## src/hdl/a2a_pkg.sv

```systemverilog
// ----------------------------------------------------------------------------
// a2a_pkg
// Types, tables and codes shared by the vector-to-angle pipeline.
// ----------------------------------------------------------------------------
package a2a_pkg;

  localparam int unsigned CoordW = 16;
  localparam int unsigned MagW   = CoordW + 1;
  localparam int unsigned RemW   = MagW + 6;
  localparam int unsigned QuoW   = 6;
  localparam int unsigned AngleW = 8;

  localparam logic [AngleW-1:0] CodeNegX   = 8'd63;
  localparam logic [AngleW-1:0] CodePosX   = 8'd191;
  localparam logic [AngleW-1:0] CodeNegY   = 8'd127;
  localparam logic [AngleW-1:0] CodePosY   = 8'd0;
  localparam logic [QuoW-1:0]   IdxMax     = 6'd45;

  typedef enum logic [2:0] {
    OCT_0, OCT_1, OCT_2, OCT_3, OCT_4, OCT_5, OCT_6, OCT_7
  } octant_e;

  localparam logic [5:0] AngleTab [46] = '{
    6'd0,  6'd1,  6'd1,  6'd2,  6'd2,  6'd3,  6'd4,  6'd4,  6'd5,  6'd6,  6'd7,
    6'd7,  6'd8,  6'd9,  6'd9,  6'd10, 6'd11, 6'd12, 6'd12, 6'd13, 6'd14,
    6'd14, 6'd15, 6'd16, 6'd16, 6'd17, 6'd18, 6'd18, 6'd19, 6'd20, 6'd20,
    6'd21, 6'd22, 6'd22, 6'd23, 6'd24, 6'd24, 6'd25, 6'd26, 6'd26, 6'd27,
    6'd28, 6'd28, 6'd29, 6'd30, 6'd32
  };

  localparam octant_e KeyMap [8] = '{
    OCT_2, OCT_3, OCT_1, OCT_0, OCT_5, OCT_4, OCT_6, OCT_7
  };

  typedef struct packed {
    logic              axis;
    logic [AngleW-1:0] axis_code;
    logic [2:0]        key;
    logic [RemW-1:0]   rem;
    logic [MagW-1:0]   den;
    logic [QuoW-1:0]   quo;
  } div_t;

endpackage

```

## src/hdl/atan2_to_8bit_angle.sv

```systemverilog
// ----------------------------------------------------------------------------
// atan2_to_8bit_angle
// Vector (x, y) to 8-bit binary angle, 256 steps per turn, pipelined.
// ----------------------------------------------------------------------------
// channel | valid        | stall         | payload
// in      | in_valid_i   | in_stall_o    | vec_x_i, vec_y_i
// out     | out_valid_o  | out_stall_i   | angle_code_o
//
// One request per cycle while in_stall_o is low; each result is registered in every stage below.
// Stages: prepare and scale, three two-bit division stages, table and octant.
// Reset clears the stage valid bits only.
// Each stage holds while the one after it is full and held; bubbles collapse.
// ----------------------------------------------------------------------------
module atan2_to_8bit_angle import a2a_pkg::*; (
  input  logic                     clk_i,
  input  logic                     rst_ni,
  input  logic                     in_valid_i,
  output logic                     in_stall_o,
  input  logic signed [CoordW-1:0] vec_x_i,
  input  logic signed [CoordW-1:0] vec_y_i,
  output logic                     out_valid_o,
  input  logic                     out_stall_i,
  output logic [AngleW-1:0]        angle_code_o
);

  logic [3:0] vld;
  div_t       dat [4];
  logic [4:0] en;

  assign en[4] = !out_valid_o || !out_stall_i;
  assign en[3] = !vld[3] || en[4];
  assign en[2] = !vld[2] || en[3];
  assign en[1] = !vld[1] || en[2];
  assign en[0] = !vld[0] || en[1];
  assign in_stall_o = !en[0];

  a2a_prep u_prep (
    .clk_i   (clk_i),
    .rst_ni  (rst_ni),
    .en_i    (en[0]),
    .valid_i (in_valid_i),
    .vec_x_i (vec_x_i),
    .vec_y_i (vec_y_i),
    .valid_o (vld[0]),
    .data_o  (dat[0])
  );

  a2a_div_step u_div0 (
    .clk_i   (clk_i),
    .rst_ni  (rst_ni),
    .en_i    (en[1]),
    .valid_i (vld[0]),
    .data_i  (dat[0]),
    .valid_o (vld[1]),
    .data_o  (dat[1])
  );

  a2a_div_step u_div1 (
    .clk_i   (clk_i),
    .rst_ni  (rst_ni),
    .en_i    (en[2]),
    .valid_i (vld[1]),
    .data_i  (dat[1]),
    .valid_o (vld[2]),
    .data_o  (dat[2])
  );

  a2a_div_step u_div2 (
    .clk_i   (clk_i),
    .rst_ni  (rst_ni),
    .en_i    (en[3]),
    .valid_i (vld[2]),
    .data_i  (dat[2]),
    .valid_o (vld[3]),
    .data_o  (dat[3])
  );

  a2a_map u_map (
    .clk_i        (clk_i),
    .rst_ni       (rst_ni),
    .en_i         (en[4]),
    .valid_i      (vld[3]),
    .data_i       (dat[3]),
    .valid_o      (out_valid_o),
    .angle_code_o (angle_code_o)
  );

endmodule

```

## src/hdl/a2a_prep.sv

```systemverilog
// ----------------------------------------------------------------------------
// a2a_prep
// Axis decode, magnitudes, octant key and scaled numerator; first stage.
// ----------------------------------------------------------------------------
module a2a_prep import a2a_pkg::*; (
  input  logic                     clk_i,
  input  logic                     rst_ni,
  input  logic                     en_i,
  input  logic                     valid_i,
  input  logic signed [CoordW-1:0] vec_x_i,
  input  logic signed [CoordW-1:0] vec_y_i,
  output logic                     valid_o,
  output div_t                     data_o
);

  logic            xneg, yneg, near_y;
  logic [MagW-1:0] ax, ay, num;
  logic [RemW-1:0] num_x45;
  logic            valid_q;
  div_t            data_d, data_q;

  assign xneg = vec_x_i[CoordW-1];
  assign yneg = vec_y_i[CoordW-1];
  assign ax   = xneg ? (MagW'(0) - {1'b1, vec_x_i}) : {1'b0, vec_x_i};
  assign ay   = yneg ? (MagW'(0) - {1'b1, vec_y_i}) : {1'b0, vec_y_i};
  assign near_y = (ax <= ay);
  assign num    = near_y ? ax : ay;
  assign num_x45 = (RemW'(num) << 5) + (RemW'(num) << 3) + (RemW'(num) << 2) + RemW'(num);

  always_comb begin
    data_d.axis      = 1'b0;
    data_d.axis_code = CodePosY;
    if (vec_y_i == '0) begin
      data_d.axis      = 1'b1;
      data_d.axis_code = xneg ? CodeNegX : CodePosX;
    end else if (vec_x_i == '0) begin
      data_d.axis      = 1'b1;
      data_d.axis_code = yneg ? CodeNegY : CodePosY;
    end
    data_d.key = {~xneg, ~yneg, near_y};
    data_d.rem = num_x45;
    data_d.den = near_y ? ay : ax;
    data_d.quo = '0;
  end

  always_ff @(posedge clk_i or negedge rst_ni) begin
    if (!rst_ni) begin
      valid_q <= 1'b0;
    end else if (en_i) begin
      valid_q <= valid_i;
    end
  end

  always_ff @(posedge clk_i) begin
    if (en_i && valid_i) begin
      data_q <= data_d;
    end
  end

  assign valid_o = valid_q;
  assign data_o  = data_q;

endmodule

```

## src/hdl/a2a_div_step.sv

```systemverilog
// ----------------------------------------------------------------------------
// a2a_div_step
// Two restoring division steps on a normalised remainder; one stage.
// ----------------------------------------------------------------------------
module a2a_div_step import a2a_pkg::*; (
  input  logic clk_i,
  input  logic rst_ni,
  input  logic en_i,
  input  logic valid_i,
  input  div_t data_i,
  output logic valid_o,
  output div_t data_o
);

  logic [RemW-1:0] dsh, r0, r1, r2;
  logic            b1, b0;
  logic            valid_q;
  div_t            data_d, data_q;

  // divisor aligned to the top quotient bit
  assign dsh = {1'b0, data_i.den, 5'b0};

  assign r0 = data_i.rem;
  assign b1 = (r0 >= dsh);
  assign r1 = (b1 ? (r0 - dsh) : r0) << 1;
  assign b0 = (r1 >= dsh);
  assign r2 = (b0 ? (r1 - dsh) : r1) << 1;

  always_comb begin
    data_d     = data_i;
    data_d.rem = r2;
    data_d.quo = {data_i.quo[QuoW-3:0], b1, b0};
  end

  always_ff @(posedge clk_i or negedge rst_ni) begin
    if (!rst_ni) begin
      valid_q <= 1'b0;
    end else if (en_i) begin
      valid_q <= valid_i;
    end
  end

  always_ff @(posedge clk_i) begin
    if (en_i && valid_i) begin
      data_q <= data_d;
    end
  end

  assign valid_o = valid_q;
  assign data_o  = data_q;

endmodule

```

## src/hdl/a2a_map.sv

```systemverilog
// ----------------------------------------------------------------------------
// a2a_map
// Table lookup and octant placement; drives the output register.
// ----------------------------------------------------------------------------
module a2a_map import a2a_pkg::*; (
  input  logic              clk_i,
  input  logic              rst_ni,
  input  logic              en_i,
  input  logic              valid_i,
  input  div_t              data_i,
  output logic              valid_o,
  output logic [AngleW-1:0] angle_code_o
);

  logic [QuoW-1:0]   idx;
  logic [AngleW-1:0] base, res;
  octant_e           oct;
  logic              valid_q;
  logic [AngleW-1:0] angle_q;

  assign idx  = (data_i.quo > IdxMax) ? IdxMax : data_i.quo;
  assign base = AngleW'(AngleTab[idx]);
  assign oct  = KeyMap[data_i.key];

  always_comb begin
    unique case (oct)
      OCT_0:   res = base;
      OCT_1:   res = 8'd63 - base;
      OCT_2:   res = 8'd64 + base;
      OCT_3:   res = 8'd127 - base;
      OCT_4:   res = 8'd128 + base;
      OCT_5:   res = 8'd191 - base;
      OCT_6:   res = 8'd192 + base;
      OCT_7:   res = 8'd255 - base;
      default: res = base;
    endcase
  end

  always_ff @(posedge clk_i or negedge rst_ni) begin
    if (!rst_ni) begin
      valid_q <= 1'b0;
    end else if (en_i) begin
      valid_q <= valid_i;
    end
  end

  always_ff @(posedge clk_i) begin
    if (en_i && valid_i) begin
      angle_q <= data_i.axis ? data_i.axis_code : res;
    end
  end

  assign valid_o      = valid_q;
  assign angle_code_o = angle_q;

endmodule

```

## config.mk

```make
export PLATFORM = sky130hd
export DESIGN_NAME = atan2_to_8bit_angle
export DESIGN_NICKNAME = d
export VERILOG_FILES = /design/src/hdl/a2a_pkg.sv /design/src/hdl/atan2_to_8bit_angle.sv /design/src/hdl/a2a_prep.sv /design/src/hdl/a2a_div_step.sv /design/src/hdl/a2a_map.sv
export SDC_FILE = /design/constraint.sdc
export NUM_CORES = 1
export LEC_CHECK = 0
export BUFFER_PORTS_ARGS = -buffer_cell sky130_fd_sc_hd__buf_2
export CAP_MARGIN = 25
export CORE_MARGIN = 1
export CORE_UTILIZATION = 35
export DETAILED_ROUTE_END_ITERATION = 16
export SLEW_MARGIN = 20
export SYNTH_ARGS = -nofsm -noshare
export SYNTH_HDL_FRONTEND = slang
export SYNTH_SLANG_ARGS = --single-unit
export TNS_END_PERCENT = 100
```

## constraint.sdc

```tcl
create_clock -name clk_i -period 14.9 [get_ports clk_i]
set_input_delay 1.49 -clock clk_i [delete_from_list [all_inputs] [get_ports clk_i]]
set_output_delay 1.49 -clock clk_i [all_outputs]
set_load 0.05 [all_outputs]
```

======== Word-level counts from Yosys, hierarchy flattened ========
Memories as Yosys holds them, arrays and structs flattened.
Index checks and enable logic that the tools add are counted.
W data, S select, Z words.
storage, ports and cells
  bits of input ports ..................... 36
  register bits after elaboration ......... 191
  logic and storage cells ................. 109
  ROM bits ................................ 408
  memories kept ........................... 2
memories
  memory           words  bits a word  read ports  clocked after Yosys merged registers in  write ports  line           source
  (no name shown)  64     6            1           0                                        0            a2a_map.sv:22  assign base = AngleW'(AngleTab[idx]);
  (no name shown)  8      3            1           0                                        0            a2a_map.sv:23  assign oct = KeyMap[data_i.key];
operators by class
  magnitude comparators ................... 10
  muxes and demuxes ....................... 20
  bitwise gates (word level) .............. 4
  eq/ne operators ......................... 7
  reductions and logical operators ........ 20
  add/subtract/negate cells ............... 17
operators with widths
  kind                     count
  $ge A23 B22 Y1           6
  $mux W22                 5
  $sub A22 B22 Y22         5
  $mux W17                 4
  $pmux W8 S8              1
  $sub A1 B17 Y17 const A  2
  $logic_not A16 Y1        2
  $mux W8                  3
  $add A22 B20 Y23         1
  $add A23 B17 Y23         1
  $add A23 B19 Y23         1
  $mux W6                  3
  $le A17 B17 Y1           1
  $eq A3 B3 Y1 const B     4
  $mux W9                  1
  $add A7 B6 Y8 const A    1
  $add A7 B7 Y8 const A    1
  $add A8 B6 Y8 const A    1
  $sub A1 B7 Y8 const A    1
  $sub A7 B6 Y8 const A    1
  $sub A8 B6 Y8 const A    1
  $ge A7 B7 Y1 const B     1
  $logic_not A1 Y1         7
  $mux W7                  1
  12 further kinds         23

======== Longest topological paths before layout ========
  word-level depth ........................ 9
  depth in mapped cells ................... 31
  depth with buffers taken out ............ 29

======== Hierarchy ========
Synthesis repeated with hierarchy kept, for this count alone.
unflattened totals
  cells, all modules ...................... 1719
  area total of the unflattened synthesis .. 17820.8 um^2
by module, submodules not included
  module                     area an instance (um^2)  seq. area each (um^2)  times used  cells an instance
  a2a_div_step (u_div0 ...)  3781.1                   1706.6                 2           331
  a2a_prep                   4818.4                   1436.4                 1           489
  a2a_div_step (u_div1)      3900.0                   1706.6                 1           366
  a2a_map                    1497.7                   265.3                  1           194
  atan2_to_8bit_angle        42.5                     0.0                    1           8

======== Worst setup path after synthesis ========
Ideal clock, no wire load.
  path type ............................... input -> register
  from .................................... input vec_x_i[5]
  to ...................................... register u_prep.data_q, in the netlist u_prep.data_o[43] (data pin)
  required time ........................... 14641 ps
  cell stages on the path ................. 27
  path buffers ............................ 2
  arrival time ............................ 8301 ps
  library setup time ...................... 259 ps
  path slack .............................. 6339 ps
  cells stage by stage .................... or4_4 > or4_4 > or3_1 > o41ai_1 > xor2_1 > inv_1 > ha_1 > a21o_1 > a21o_1 > a21oi_1 > and2_1 > a221oi_4 > buf_6 > buf_2 > a21oi_1 > fa_1 > fa_1 > fa_1 > a21o_1 > a21oi_1 > o21bai_1 > a31o_2 > a211oi_1 > nor2_1 > a211o_1 > a21oi_1 > xnor2_1
RTL lines
  element               line                       source
  start, declared       atan2_to_8bit_angle.sv:19  input logic signed [CoordW-1:0] vec_x_i,
  end signal, assigned  a2a_prep.sv:56             data_q <= data_d;
  end, declared         a2a_prep.sv:20             div_t data_d, data_q;

==> qor.csv <==
stage,metric,value,unit
run_status,status,finished clean,
global_routing,grt_pass1_vias,10200,
die,core.rowCount,73,
synth,yosysTopAreaCell,edfxtp_1,
final_layout,final_cells,2005,
global_routing,grt_max_degree,70,
timing,hold_viol,0,
synth,synth_xor_area_frac,0.0714,
routing,ant_nets,0,
placed_design,io_buffers,45,
synth,synthCells,1426,
final_layout,layout-drive-gt1-share,0.112,
clocking,postCtsHoldBufs,0,
worst_setup_path,cp_top_family,compound AO/OA/AOI/OAI gates,
die,start_util,0.356,
timing,setup_viol,0,
global_routing,track_usage,0.148,
clocking,clock_latency,430,ps
timing,setup_tns,0,ps
timing,period_share,0.609,
worst_setup_path,end_kind,flop,
die,die_area,41400,µm²
placed_design,dp.final_hpwl,23900,µm
clocking,cts_tree,built,
routing,route.detailed.drc,0,
timing,fmax,110,MHz
synth,synth_top_family_by_area,adder cells,
worst_setup_path,arrival,9260,ps
timing,skew,20.0,ps
synth,synthSimpleGateAreaFrac,0.117,
synth,synth_common_cells,"edfxtp_1 (162), ha_1 (154), inv_1 (149)",
synth,synthFlopType,edfxtp_1,
worst_setup_path,path_max_fanout,69,
final_layout,layout.nets,1688,
timing,slew_violations,0,
worst_setup_path,crit_path_start_kind,input pin,
global_routing,overflow,0,
clocking,htree_levels,4,
clocking,cts_num_sinks,167,
routing,num_vias,10300,
worst_setup_path,cp_slowest_stage_delay,570,ps
placed_design,gp_congestion,0.880,
die,die_height,203,µm
clocking,post_cts_buffers,0,
synth,yosysUniqueCellTypes,77,
synth,synth_seq_area_share,0.351,
clocking,clk_path_buf_depth,2,
synth,synth_adder_area_share,0.179,
synth,syn_avg_cell_area,9.96,µm²
synth,yosys_warnings,0,
worst_setup_path,crit_type,in2reg,
synth,synth_most_common_cell,edfxtp_1,
synth,synth_area_leaders,"edfxtp_1 (34%), ha_1 (14%), xnor2_1 (4.4%), fa_1 (4.4%), a21oi_1 (3.9%)",
synth,synthMuxAreaShare,0.0627,
worst_setup_path,cp.required,15090,ps
timing,tightest_slew,972,ps
timing,min_period,9070,ps
routing,dr.first_iter.drc_count,416,
clocking,cts.clk_slew.worst_paths,80,ps
clocking,root_buffer,clkbuf_16,
clocking,cts_resized,0,
routing,drt_wl_total,29400,µm
synth,synth_compound_area_frac,0.168,
die,ios,46,
timing,rsz0062_at_grt,no,
die,die_w,203,µm
clocking,cts_made_buffers,17,
final_layout,area_growth,9.76,%
synth,synth_edf_count,162,
routing,wl_per_cell,14.6,µm
worst_setup_path,crit_slowest_cell,buf_4,
final_layout,antenna_cells,0,
timing,hold_ws,417,ps
synth,synth_area,14200,µm²
min_path,hp-class,reg2reg,
synth,async_flop_share,0.0299,
timing,slew_headroom,0.348,
synth,ys_seq_elements,167,
job,maxCapViolations,0,
worst_setup_path,crit_buf_inv,3,
routing,vias_per_cell,5.13,
die,core_area,39900,µm²
synth,synth_top_area_frac,0.342,
routing,drt-pass1-iter-count,5,
global_routing,grt_pass1_wl,50200,µm
placed_design,place_inst,1973,
global_routing,antenna_found_initial,0,
## layout by cell type, fill, tap and decap left out, drive strengths merged, types with 14 or more instances in the layout
master	netlist	routed
edfxtp	162	162
inv	149	157
ha	154	154
a21oi	113	113
nand2	90	90
nor2	89	89
xnor2	72	72
o21ai	67	67
a21o	49	49
buf	12	49
mux2	46	46
xor2	43	43
fa	31	31
mux2i	26	26
nor3	26	26
nand2b	20	20
nand4	19	19
o21a	19	19
nand3	18	18
clkbuf	19	17
nor2b	16	16
o31ai	16	16
a211oi	15	15
and3	14	14
## kinds of logic (layout without fill, tap and decap cells)
group	after synthesis	count (layout)
simple gates	339	339
compound gates	360	360
fa+ha+maj	185	185
buf+inv	181	231
mux	77	77
other cells	2	6
xor+xnor	115	115
flops	167	167
## worst paths after layout
check / from / to / slack [ps] / cells past startpoint
min reg2reg: u_div0.data_o[47] / u_div1.data_o[47] / 420 / 0
max in group asynchronous: rst_ni / u_div2.valid_o / 13900 / 1
max: vec_x_i[5] / u_prep.data_o[42] / 5830 / 28
max reg2reg: u_prep.data_o[28] / u_div0.data_o[39] / 8360 / 21
min in group asynchronous: rst_ni / u_div1.valid_o / 860 / 1
min: u_div0.data_o[47] / u_div1.data_o[47] / 420 / 0
## stage by stage
stage | instance area, µm² | utilization | worst slack (ps)
2_1_floorplan | 14200 | - | 6340
3_3_place_gp | 15000 | 0.376 | 5630
3_5_place_dp | 15000 | 0.376 | 5410
4_1_cts | 15600 | 0.391 | 5870
5_1_grt | 15600 | 0.391 | 5290
6_report | 15600 | 0.391 | 5830
## per-layer routing
| metal | wire length [µm] | track usage | vias up | part of all wire |
|---|---|---|---|---|
| met5 | 0 | 0 | - | 0 |
| met4 | 480 | 0.0400 | 0 | 0.016 |
| met3 | 703 | 0.0126 | 32 | 0.024 |
| met2 | 14100 | 0.257 | 163 | 0.48 |
| met1 | 14100 | 0.197 | 4835 | 0.48 |
| li1 | - | - | 5265 | - |
## registers in the layout (all words and copies together) (netlist names)
| register | cells |
|---|---|
| u_div1.data_o | 47 |
| u_div2.valid_o | 1 |
| u_map.valid_o | 1 |
| u_div0.data_o | 47 |
| u_div1.valid_o | 1 |
| u_div0.valid_o | 1 |
| u_map.angle_code_o | 8 |
| u_prep.valid_o | 1 |
| u_prep.data_o | 47 |
| u_div2.data_o | 13 |
## worst reg2reg max path: stages, from the launching register on
cell       delay, ps
edfxtp_1         390
inv_1             70
ha_1             160
inv_1             50
fa_1             400
a21o_1           200
a221oi_1         510
o211ai_1         220
a31oi_1          290
o2bb2ai_1        150
buf_4            270
mux2_2           400
ha_1             350
nor2b_1          150
o21ai_0          210
a21boi_0         200
o41ai_1          410
o21ai_0          270
o21a_1           270
nand2b_1         160
a21boi_2         730
mux2_2           430
## area by class of cell
class,instances,area [µm²]
fill,3922,24300
multi-input combinational,1082,8540
sequential,167,4990
tap,525,657
inverter,150,563
clock buffer,17,425
timing repair buffer,49,268
clock inverter,15,154
Power is left out: the tool's default activity adds up to more than one toggle a clock period on the data nets, which glitch-free logic cannot reach.
